`src/sv/ile_pkg.sv`:
```
// ile_pkg: operation and status codes, command and status structs shared
// by the indexed list engine controller, datapath and top level.
// No dependencies.
package ile_pkg;

  typedef enum logic [2:0] {
    OP_PUSH_FRONT = 3'd0,
    OP_PUSH_BACK  = 3'd1,
    OP_POP_FRONT  = 3'd2,
    OP_POP_BACK   = 3'd3,
    OP_INSERT     = 3'd4,
    OP_REMOVE     = 3'd5,
    OP_FIND       = 3'd6
  } op_t;

  localparam logic [2:0] ST_OK       = 3'd0;
  localparam logic [2:0] ST_EMPTY    = 3'd1;
  localparam logic [2:0] ST_RANGE    = 3'd2;
  localparam logic [2:0] ST_FULL     = 3'd3;
  localparam logic [2:0] ST_NOTFOUND = 3'd4;

  localparam logic [6:0]  FOUND_NONE  = 7'h7F;
  localparam logic [31:0] EMPTY_VALUE = 32'hFFFF_FFFF;

  typedef enum logic [1:0] {
    K_NONE   = 2'd0,
    K_INSERT = 2'd1,
    K_REMOVE = 2'd2,
    K_FIND   = 2'd3
  } kind_t;

  typedef struct packed {
    logic in_ready;
    logic accept;
    logic shift_rd;
    logic put;
    logic cnt_inc;
    logic cnt_dec;
    logic search_rd;
    logic found_set;
    logic not_found;
    logic rd_front;
    logic rd_back;
    logic cap_back;
    logic load;
  } ile_cmd_t;

  typedef struct packed {
    logic  in_valid;
    kind_t dec_kind;
    logic  dec_shift;
    logic  shift_last;
    logic  search_match;
    logic  search_last;
    logic  ptr_end;
    logic  out_free;
  } ile_stat_t;

endpackage

```
`src/sv/ile_ifs.sv`:
```
// ile_req_if / ile_rsp_if: valid/ready channels carrying one request item
// and one result item of the indexed list engine. No dependencies.
interface ile_req_if;
  logic               valid;
  logic               ready;
  logic        [2:0]  operation;
  logic        [7:0]  position;
  logic signed [31:0] value;

  modport source (output valid, operation, position, value, input ready);
  modport sink   (input valid, operation, position, value, output ready);
endinterface

interface ile_rsp_if;
  logic               valid;
  logic               ready;
  logic        [2:0]  status;
  logic signed [6:0]  found_position;
  logic signed [31:0] front_value;
  logic signed [31:0] back_value;
  logic        [6:0]  element_total;
  logic               is_empty;

  modport source (output valid, status, found_position, front_value, back_value,
                  element_total, is_empty, input ready);
  modport sink   (input valid, status, found_position, front_value, back_value,
                  element_total, is_empty, output ready);
endinterface

```
`src/sv/ile_ram.sv`:
```
// ile_ram: generic one-write, one-read RAM with registered read data.
// A read at the address being written returns the old contents.
module ile_ram #(
  parameter int WIDTH = 32,
  parameter int DEPTH = 64
) (
  input  logic                     clk,
  input  logic                     we,
  input  logic [$clog2(DEPTH)-1:0] waddr,
  input  logic [WIDTH-1:0]         wdata,
  input  logic [$clog2(DEPTH)-1:0] raddr,
  output logic [WIDTH-1:0]         rdata
);

  logic [WIDTH-1:0] mem [DEPTH];

  always_ff @(posedge clk) begin
    if (we) begin
      mem[waddr] <= wdata;
    end
    rdata <= mem[raddr];
  end

endmodule

```
`src/sv/ile_ctrl.sv`:
```
// ile_ctrl: sequencer of the indexed list engine. Walks each item through
// shift, put, search and front/back read phases. Uses ile_pkg.
module ile_ctrl
  import ile_pkg::*;
(
  input  logic      clk,
  input  logic      rst,
  input  ile_stat_t stat,
  output ile_cmd_t  cmd
);

  typedef enum logic [3:0] {
    S_IDLE,
    S_SHIFT,
    S_DRAIN,
    S_PUT,
    S_SEARCH,
    S_RD_FRONT,
    S_RD_BACK,
    S_CAP_BACK,
    S_FINISH
  } state_t;

  state_t state, state_next;
  kind_t  kind, kind_next;

  always_ff @(posedge clk) begin
    if (rst) begin
      state <= S_IDLE;
      kind  <= K_NONE;
    end else begin
      state <= state_next;
      kind  <= kind_next;
    end
  end

  always_comb begin
    cmd        = '0;
    state_next = state;
    kind_next  = kind;
    unique case (state)
      S_IDLE: begin
        cmd.in_ready = 1'b1;
        if (stat.in_valid) begin
          cmd.accept = 1'b1;
          kind_next  = stat.dec_kind;
          unique case (stat.dec_kind)
            K_INSERT: state_next = stat.dec_shift ? S_SHIFT : S_PUT;
            K_REMOVE: state_next = stat.dec_shift ? S_SHIFT : S_DRAIN;
            K_FIND:   state_next = S_SEARCH;
            K_NONE:   state_next = S_RD_FRONT;
          endcase
        end
      end
      S_SHIFT: begin
        cmd.shift_rd = 1'b1;
        if (stat.shift_last) begin
          state_next = S_DRAIN;
        end
      end
      S_DRAIN: begin
        if (kind == K_INSERT) begin
          state_next = S_PUT;
        end else begin
          cmd.cnt_dec = 1'b1;
          state_next  = S_RD_FRONT;
        end
      end
      S_PUT: begin
        cmd.put     = 1'b1;
        cmd.cnt_inc = 1'b1;
        state_next  = S_RD_FRONT;
      end
      S_SEARCH: begin
        priority if (stat.search_match) begin
          cmd.found_set = 1'b1;
          state_next    = S_RD_FRONT;
        end else if (stat.search_last) begin
          cmd.not_found = 1'b1;
          state_next    = S_RD_FRONT;
        end else if (!stat.ptr_end) begin
          cmd.search_rd = 1'b1;
        end
      end
      S_RD_FRONT: begin
        cmd.rd_front = 1'b1;
        state_next   = S_RD_BACK;
      end
      S_RD_BACK: begin
        cmd.rd_back = 1'b1;
        state_next  = S_CAP_BACK;
      end
      S_CAP_BACK: begin
        cmd.cap_back = 1'b1;
        state_next   = S_FINISH;
      end
      S_FINISH: begin
        if (stat.out_free) begin
          cmd.load   = 1'b1;
          state_next = S_IDLE;
        end
      end
      default: state_next = S_IDLE;
    endcase
  end

endmodule

```
`src/sv/ile_dp.sv`:
```
// ile_dp: datapath of the indexed list engine: operation decode, element
// RAM (ile_ram), shift/search pointer, count and result register.
// Uses ile_pkg, ile_req_if, ile_rsp_if.
module ile_dp
  import ile_pkg::*;
#(
  parameter int CAPACITY = 64
) (
  input  logic       clk,
  input  logic       rst,
  ile_req_if.sink    req,
  ile_rsp_if.source  rsp,
  input  ile_cmd_t   cmd,
  output ile_stat_t  stat
);

  localparam int AW = $clog2(CAPACITY);
  localparam int CW = $clog2(CAPACITY + 1);
  localparam int XW = (CW > 8) ? CW : 8;

  logic [CW-1:0] count;
  logic [CW-1:0] ptr;
  logic [CW-1:0] idx;
  logic          ins;
  logic [31:0]   value;
  logic          wr_pend;
  logic [AW-1:0] wr_addr;
  logic          cmp_pend;
  logic [CW-1:0] cmp_addr;
  logic [2:0]    res_status;
  logic [6:0]    res_found;
  logic [31:0]   front_q;
  logic [31:0]   back_q;
  logic          out_valid;

  logic          ram_we;
  logic [AW-1:0] ram_waddr;
  logic [31:0]   ram_wdata;
  logic [AW-1:0] ram_raddr;
  logic [31:0]   ram_rdata;

  kind_t         dec_kind;
  logic [2:0]    dec_status;
  logic [CW-1:0] dec_idx;
  logic          dec_shift;
  logic [XW-1:0] pos_x;
  logic [XW-1:0] cnt_x;
  logic          full;
  logic          empty;
  logic [CW-1:0] ptr_inc;
  logic [CW-1:0] ptr_dec;
  logic [CW-1:0] cnt_last;

  assign full     = (count == CW'(CAPACITY));
  assign empty    = (count == '0);
  assign pos_x    = XW'(req.position);
  assign cnt_x    = XW'(count);
  assign ptr_inc  = ptr + CW'(1);
  assign ptr_dec  = ptr - CW'(1);
  assign cnt_last = count - CW'(1);

  always_comb begin
    dec_kind   = K_NONE;
    dec_status = ST_OK;
    dec_idx    = '0;
    case (req.operation)
      OP_PUSH_FRONT, OP_PUSH_BACK: begin
        if (full) begin
          dec_status = ST_FULL;
        end else begin
          dec_kind = K_INSERT;
          dec_idx  = (req.operation == OP_PUSH_FRONT) ? '0 : count;
        end
      end
      OP_POP_FRONT, OP_POP_BACK: begin
        if (empty) begin
          dec_status = ST_EMPTY;
        end else begin
          dec_kind = K_REMOVE;
          dec_idx  = (req.operation == OP_POP_FRONT) ? '0 : cnt_last;
        end
      end
      OP_INSERT: begin
        priority if (full) begin
          dec_status = ST_FULL;
        end else if (empty || req.position == '0) begin
          dec_kind = K_INSERT;
        end else if (pos_x >= cnt_x - XW'(1)) begin
          dec_kind = K_INSERT;
          dec_idx  = count;
        end else begin
          dec_kind = K_INSERT;
          dec_idx  = CW'(pos_x);
        end
      end
      OP_REMOVE: begin
        priority if (empty) begin
          dec_status = ST_EMPTY;
        end else if (pos_x > cnt_x - XW'(1)) begin
          dec_status = ST_RANGE;
        end else begin
          dec_kind = K_REMOVE;
          dec_idx  = CW'(pos_x);
        end
      end
      OP_FIND: begin
        if (empty) begin
          dec_status = ST_EMPTY;
        end else begin
          dec_kind = K_FIND;
        end
      end
      default: dec_kind = K_NONE;
    endcase
  end

  always_comb begin
    unique case (dec_kind)
      K_INSERT: dec_shift = (dec_idx < count);
      K_REMOVE: dec_shift = ((dec_idx + CW'(1)) < count);
      default:  dec_shift = 1'b0;
    endcase
  end

  always_comb begin
    priority if (cmd.shift_rd || cmd.search_rd) begin
      ram_raddr = ptr[AW-1:0];
    end else if (cmd.rd_back) begin
      ram_raddr = cnt_last[AW-1:0];
    end else if (cmd.rd_front) begin
      ram_raddr = '0;
    end else begin
      ram_raddr = '0;
    end
  end

  assign ram_we    = wr_pend || cmd.put;
  assign ram_waddr = cmd.put ? idx[AW-1:0] : wr_addr;
  assign ram_wdata = cmd.put ? value : ram_rdata;

  ile_ram #(
    .WIDTH (32),
    .DEPTH (CAPACITY)
  ) u_ram (
    .clk   (clk),
    .we    (ram_we),
    .waddr (ram_waddr),
    .wdata (ram_wdata),
    .raddr (ram_raddr),
    .rdata (ram_rdata)
  );

  // control registers
  always_ff @(posedge clk) begin
    if (rst) begin
      count     <= '0;
      wr_pend   <= 1'b0;
      cmp_pend  <= 1'b0;
      out_valid <= 1'b0;
    end else begin
      wr_pend  <= cmd.shift_rd;
      cmp_pend <= cmd.search_rd;
      if (cmd.cnt_inc) begin
        count <= count + CW'(1);
      end else if (cmd.cnt_dec) begin
        count <= cnt_last;
      end
      if (cmd.load) begin
        out_valid <= 1'b1;
      end else if (rsp.ready) begin
        out_valid <= 1'b0;
      end
    end
  end

  // payload registers
  always_ff @(posedge clk) begin
    if (cmd.accept) begin
      ins        <= (dec_kind == K_INSERT);
      idx        <= dec_idx;
      value      <= req.value;
      res_status <= dec_status;
      res_found  <= FOUND_NONE;
      unique case (dec_kind)
        K_INSERT: ptr <= cnt_last;
        K_REMOVE: ptr <= dec_idx + CW'(1);
        default:  ptr <= '0;
      endcase
    end else if (cmd.shift_rd) begin
      ptr     <= ins ? ptr_dec : ptr_inc;
      wr_addr <= ins ? ptr_inc[AW-1:0] : ptr_dec[AW-1:0];
    end else if (cmd.search_rd) begin
      ptr      <= ptr_inc;
      cmp_addr <= ptr;
    end
    if (cmd.found_set) begin
      res_found <= 7'(cmp_addr);
    end
    if (cmd.not_found) begin
      res_status <= ST_NOTFOUND;
    end
    if (cmd.rd_back) begin
      front_q <= ram_rdata;
    end
    if (cmd.cap_back) begin
      back_q <= ram_rdata;
    end
    if (cmd.load) begin
      rsp.status         <= res_status;
      rsp.found_position <= res_found;
      rsp.front_value    <= empty ? EMPTY_VALUE : front_q;
      rsp.back_value     <= empty ? EMPTY_VALUE : back_q;
      rsp.element_total  <= 7'(count);
      rsp.is_empty       <= empty;
    end
  end

  assign rsp.valid = out_valid;
  assign req.ready = cmd.in_ready;

  assign stat.in_valid     = req.valid;
  assign stat.dec_kind     = dec_kind;
  assign stat.dec_shift    = dec_shift;
  assign stat.shift_last   = ins ? (ptr == idx) : (ptr == cnt_last);
  assign stat.search_match = cmp_pend && (ram_rdata == value);
  assign stat.search_last  = cmp_pend && (cmp_addr == cnt_last);
  assign stat.ptr_end      = (ptr == count);
  assign stat.out_free     = !out_valid || rsp.ready;

endmodule

```
`src/sv/indexed_list_engine.sv`:
```
// indexed_list_engine: bounded ordered list of signed 32-bit values with
// push/pop at both ends, indexed insert/remove and find.
// Depends on ile_pkg, ile_ifs (ile_req_if, ile_rsp_if), ile_ctrl, ile_dp.
//
//   channel  direction  fields
//   req      in         operation, position, value
//   rsp      out        status, found_position, front_value, back_value,
//                       element_total, is_empty
//
// One item at a time; an element move is a RAM read and a RAM write, and a
// compare is a RAM read. Each item passes through accept, front read, back read,
// capture and load; between accept and front read, insert and remove may add
// element moves, and find adds compares up to the first match or the last element.
// Synchronous reset empties the list; RAM contents are not cleared.
// req is taken again once the result is loaded, while it waits on rsp.
module indexed_list_engine
  import ile_pkg::*;
#(
  parameter int CAPACITY = 64
) (
  input  logic      clk,
  input  logic      rst,
  ile_req_if.sink   req,
  ile_rsp_if.source rsp
);

  ile_cmd_t  cmd;
  ile_stat_t stat;

  ile_ctrl u_ctrl (
    .clk  (clk),
    .rst  (rst),
    .stat (stat),
    .cmd  (cmd)
  );

  ile_dp #(
    .CAPACITY (CAPACITY)
  ) u_dp (
    .clk  (clk),
    .rst  (rst),
    .req  (req),
    .rsp  (rsp),
    .cmd  (cmd),
    .stat (stat)
  );

endmodule

```
`src/flat_wrapper.sv`:
```
// flat-port wrapper written by rule: the top's interface ports become plain ports
module indexed_list_engine_flat import ile_pkg::*;
#(
  parameter int CAPACITY = 64
)
  (clk, rst, req_valid, req_operation, req_position, req_value, req_ready, rsp_valid, rsp_status, rsp_found_position, rsp_front_value, rsp_back_value, rsp_element_total, rsp_is_empty, rsp_ready);
  ile_req_if req_i ();
  ile_rsp_if rsp_i ();
  input  logic clk;
  input  logic rst;
  input wire logic [$bits(req_i.valid)-1:0] req_valid;
  input wire logic [$bits(req_i.operation)-1:0] req_operation;
  input wire logic [$bits(req_i.position)-1:0] req_position;
  input wire logic [$bits(req_i.value)-1:0] req_value;
  output wire logic [$bits(req_i.ready)-1:0] req_ready;
  output wire logic [$bits(rsp_i.valid)-1:0] rsp_valid;
  output wire logic [$bits(rsp_i.status)-1:0] rsp_status;
  output wire logic [$bits(rsp_i.found_position)-1:0] rsp_found_position;
  output wire logic [$bits(rsp_i.front_value)-1:0] rsp_front_value;
  output wire logic [$bits(rsp_i.back_value)-1:0] rsp_back_value;
  output wire logic [$bits(rsp_i.element_total)-1:0] rsp_element_total;
  output wire logic [$bits(rsp_i.is_empty)-1:0] rsp_is_empty;
  input wire logic [$bits(rsp_i.ready)-1:0] rsp_ready;
  assign req_i.valid = req_valid;
  assign req_i.operation = req_operation;
  assign req_i.position = req_position;
  assign req_i.value = req_value;
  assign req_ready = req_i.ready;
  assign rsp_valid = rsp_i.valid;
  assign rsp_status = rsp_i.status;
  assign rsp_found_position = rsp_i.found_position;
  assign rsp_front_value = rsp_i.front_value;
  assign rsp_back_value = rsp_i.back_value;
  assign rsp_element_total = rsp_i.element_total;
  assign rsp_is_empty = rsp_i.is_empty;
  assign rsp_i.ready = rsp_ready;
  indexed_list_engine #(.CAPACITY(CAPACITY)) u_core (.clk(clk), .rst(rst), .req(req_i), .rsp(rsp_i));
endmodule
```
`config.mk`:
```
export PLATFORM = sky130hd
export DESIGN_NAME = indexed_list_engine_flat
export DESIGN_NICKNAME = d
export VERILOG_FILES = /design/src/sv/ile_pkg.sv /design/src/sv/ile_ifs.sv /design/src/sv/ile_ram.sv /design/src/sv/ile_ctrl.sv /design/src/sv/ile_dp.sv /design/src/sv/indexed_list_engine.sv /design/src/flat_wrapper.sv
export SDC_FILE = /design/constraint.sdc
export NUM_CORES = 2
export LEC_CHECK = 0
export BUFFER_PORTS_ARGS = -buffer_cell sky130_fd_sc_hd__buf_2
export CAP_MARGIN = 20
export CORE_ASPECT_RATIO = 1.5
export CORE_MARGIN = 2
export CORE_UTILIZATION = 45
export CTS_CLUSTER_SIZE = 16
export DETAILED_ROUTE_END_ITERATION = 12
export GPL_ROUTABILITY_DRIVEN = 0
export GPL_TIMING_DRIVEN = 0
export PLACE_DENSITY = 0.63
export SYNTH_ARGS = -nofsm -noshare
export SYNTH_HDL_FRONTEND = slang
export SYNTH_SLANG_ARGS = --single-unit
```
`constraint.sdc`:
```
create_clock -name clk -period 13.3 [get_ports clk]
set_input_delay 0.665 -clock clk [delete_from_list [all_inputs] [get_ports clk]]
set_output_delay 0.665 -clock clk [all_outputs]
set_load 0.1 [all_outputs]
```
==> results.txt <==
----------------------------------------------------
[Setup path]
  Req. time, crit path ... approximately 14 ns
  Slowest stage cell, crit path ... o31ai_1
  Arrival time of data at the critical path endpoint ... 8.94 ns
  Startpoint type of the worst setup path ... register
  Critical Path Sink Type ... register
  R2r endpoint ... u_core.u_dp.u_ram.rdata[1]
  Setup slack on the worst flop-to-flop path ... slightly below 5 ns
  Cells on worst reg2reg path ... 17
  Delay contributed by the slowest stage of the critical path ... about 1.1 ns
  Max Fanout on Critical Path ... 10
  Source of the worst register-to-register timing path ... u_core.u_dp.count[0]
  Worst Path Class, Setup ... register to register
  Chain of cells forming the critical path ... buf_2 > inv_1 > ha_1 > xor2_1 > inv_1 > xnor2_1 > nor4b_2 > a311oi_1 > nand3_1 > clkbuf_1 > nand3_1 > clkbuf_2 > clkbuf_1 > a211oi_1 > a2111o_1 > o31ai_1 > nand4_1

[Global routing]
  Global-route wire length before repair ... around 450 mm
  Overall overflow remaining after global route ... 0
  Tot GR Track Use ... 0.303
  Pin count of the biggest net entering global routing ... 65
  Via count of the first global-routing pass ... around 60000
  Number of antenna violations at the first check in global routing ... 33

[Power]
  Final Total Pwr ... between 20000 and 30000 uW
  Proportion of power drawn by the clock network ... 0.232
  Relative contribution of sequential cells to total power ... 0.379
  Leakage power ... between 0.03 and 0.04 uW
  Power Density ... between 200 and 250 nW/um2
  Proportion of total power due to net switching ... 0.399
  Relative contribution of combinational cells to total power ... 0.389
  Pint ... roughly 15000 uW
  Switching power total ... 10100 uW
  Worst IR drop on VDD ... approximately 0.18 mV

[Timing]
  Hold Vio Cnt, Final ... 0
  Shortest period the worst path allows ... 8.40 ns
  # setup viols final ... 0
  Final slew viol count ... 0
  Worst setup slack after layout ... 4.90 ns
  Transition at the pin with the smallest max-transition slack ... 1.33 ns
  TNS Setup ... 0 ns
  Fmax achieved ... around 0.12 GHz
  Setup repair after global routing missed its margin ... no
  Worst-case headroom to the max-slew limit ... 0.104
  Post-Route Hold Slack ... between 0.02 and 0.025 ns
  Fraction of the cycle the final worst path needs ... 0.632
  Fin Clk Skew ... 0.0455 ns

[Floorplanning]
  Number of top-level pins ... approximately 130
  Cell row count ... roughly 200
  Core box area ... just over 200000 um2
  Chip Width ... 375 um
  Die height ... 561 um
  Starting Density ... 0.452
  Total Die Area ... 211000 um2

[Route]
  Drt first pass iters ... 6
  DRT Wirelength ... ~330 mm
  DR vias/cell ... ~6.4
  ANT nets after route ... 0
  Wire length per cell ... ~34 um
  Via count of the routed design ... between 60000 and 70000
  Detailed router's first-iteration violation count ... 9235
  Remaining design rule violation count ... 0

[Layout]
  Layout fillers ... approximately 17000
  Post-layout instance area ... ~110000 um2
  Layout cells sized above 1 ... 0.123
  Area added between synthesis and finish ... 15.3%
  Nets ... slightly below 7000

[Yosys]
  Post-Synthesis Cell Area ... approximately 93000 um2
  Sequential cell area fraction in the yosys report ... 0.740
  Syn_area_per_cell ... roughly 15 um2
  Leading cell type by number of instances after synthesis ... edfxtp_1
  Post-Syn Instances ... around 6200
  Most numerous cell types in the synthesized netlist ... 2261 x edfxtp_1, 483 x nand2_1, 446 x mux2i_1, 424 x o21ai_0, 417 x nand3_1
  Share of flip-flops with an asynchronous set or reset after synthesis ... 0
  Net count of the mapped netlist ... 6229
  Number of distinct library cells after synthesis ... 80
  Count of flip-flops with a built-in enable after synthesis ... around 2300
  Cell types with the largest area share after synthesis ... edfxtp_1 73%, mux2i_1 4.8%, a211o_1 2.4%
  Synth top area share ... 0.729
  Dominant cell type by area after synthesis ... edfxtp_1
  Synthesized flop and latch total ... ~2300
  Top_reg_cell synth ... edfxtp_1
  Synth warnings ... 0

[CTS]
  CTS clock-pin slew for the worst setup and hold paths ... roughly 0.070 ns
  CTS H-tree depth ... 4
  Clock buffer depth ... 4
  TritonCTS clock tree ... yes
  Root buffer cell ... clkbuf_16
  Sink count of the clock tree ... roughly 2300
  Inserted Clock Buffers ... approximately 200
  Later-pin clock latency in the skew report ... around 0.87 ns

[Run status]
  Status ... completed

[Placed design]
  Number of buffers inserted by port buffering ... between 100 and 150
  Pre-CTS setup slack ... ~5.5 ns
  Hpwl dp ... 229 mm
  Cell Area, Placed ... 101000 um2

[Min path]
  Start point of the worst min-delay path ... req_value[18]
  WHS Endpoint ... u_core.u_dp.value[18]
  Worst Hold Depth ... 1
  Worst Hold Class ... primary input to register

[Run]
  Max-cap violations ... 0

----------------------------------------------------
-- power by group through the flow --
stage               Clock, uW  Sequential [uW]  Combinational (uW)
floorplan                   0             9750                4840
global placement            0            10000                8810
detailed placement          0             9750                9500
CTS                      5900             9600                9530
global route             6160             9620               10100
finish                   5890             9610                9860
-- final cells by class --
| type | instances | area (um2) | area share |
|---|---|---|---|
| repair buffers | 298 | 3480 | 0.0324 |
| inverters | 38 | 144 | 0.00134 |
| clock inverters | 97 | 990 | 0.00922 |
| plain buffers | 473 | 2020 | 0.0188 |
| clock buffers | 260 | 5410 | 0.0504 |
| multi-input cells | 3332 | 22900 | 0.214 |
| flip-flops and latches | 2312 | 68900 | 0.642 |
| diodes | 23 | 57.6 | 0.000536 |
| well taps | 2678 | 3350 | 0.0312 |
-- placed cells by master, fill, tap and decap left out, types with 39 or more instances in the layout --
cell	count
a211o_1	260
a211oi_1	134
a21oi_1	196
buf_12	89
buf_2	214
clkbuf_1	377
clkbuf_16	207
clkinv_1	42
dfxtp_1	51
edfxtp_1	2261
mux2i_1	446
nand2_1	454
nand2b_1	76
nand3_1	417
nand4_1	39
nor2_1	44
nor2_4	65
o2111ai_1	86
o21ai_0	421
o22ai_1	172
o41ai_1	70
xnor2_1	53
-- how the worst max path moves through the flow --
stage                                 startpoint                      endpoint  slack (ns)  depth (start not counted)
after floorplan           u_core.u_ctrl.state[0]            u_core.u_dp.ptr[3]        7.33                         10
after global placement    u_core.u_ctrl.state[2]  u_core.u_dp.u_ram.mem[35][9]        2.96                          5
after detailed placement    u_core.u_dp.count[0]    u_core.u_dp.u_ram.rdata[1]        5.47                         17
after CTS                   u_core.u_dp.count[0]    u_core.u_dp.u_ram.rdata[1]        5.44                         17
after global routing        u_core.u_dp.count[0]    u_core.u_dp.u_ram.rdata[1]        5.23                         17
final                       u_core.u_dp.count[0]    u_core.u_dp.u_ram.rdata[1]        4.90                         17
-- flip-flops by register name, indices dropped and copies added, names as in the netlist, 2 cells and up --
| signal | flops |
|---|---|
| u_core.u_dp.count | 7 |
| u_core.u_ctrl.kind | 2 |
| u_core.u_ctrl.state | 4 |
| u_core.u_dp.rsp.element_total | 7 |
| u_core.u_dp.wr_addr | 6 |
| u_core.u_dp.u_ram.mem | 2048 |
| u_core.u_dp.idx | 7 |
| u_core.u_dp.cmp_addr | 7 |
| u_core.u_dp.ptr | 7 |
| u_core.u_dp.u_ram.rdata | 32 |
| u_core.u_dp.back_q | 32 |
| u_core.u_dp.rsp.back_value | 32 |
| u_core.u_dp.value | 32 |
| u_core.u_dp.res_found | 7 |
| u_core.u_dp.res_status | 3 |
| u_core.u_dp.rsp.status | 3 |
| u_core.u_dp.front_q | 32 |
| u_core.u_dp.rsp.found_position | 7 |
| u_core.u_dp.rsp.front_value | 32 |
-- repair_timing --
action / 4_1_cts / 5_1_grt
hold endpoints to repair: 22 / 0
setup buffers: 0 / 0
hold buffers: 22 / 0
resized for setup: 0 / 0
-- stage by stage --
| stage | std cells | util |
|---|---|---|
| finish | 9511 | 0.522 |
| global route | 9499 | 0.521 |
| detailed placement | 9106 | 0.489 |
| floorplan | 6155 | - |
| CTS | 9485 | 0.521 |
| global placement | 8961 | 0.472 |
-- routing by layer --
layer | vias to the layer above | track usage | wire [um] | share of wire
li1 | 25332 | - | - | -
met4 | 12 | 0.243 | 31200 | 0.095
met5 | - | 0 | 73 | 0.00022
met3 | 1108 | 0.0580 | 33200 | 0.10
met2 | 4245 | 0.503 | 157000 | 0.48
met1 | 30624 | 0.341 | 106000 | 0.32
-- logic make-up after synthesis --
family,share of synthesized area
compound gates,0.112
xor+xnor,0.00741
fa+ha+maj,0.00363
buf+inv,0.0230
flops,0.740
mux,0.0517
simple gates,0.0614
-- worst max-delay path: cells and delay by family (launching register included) --
family / cells / cell delay (ns)
XOR/XNOR: 2 / 0.61
adder cells (fa/ha/maj): 1 / 0.38
AO/OA/AOI/OAI: 4 / 2.02
AND/OR/NAND/NOR: 4 / 1.51
buffers and inverters: 6 / 3.19
flip-flops: 1 / 0.37
(Power assumes the default switching activity.)
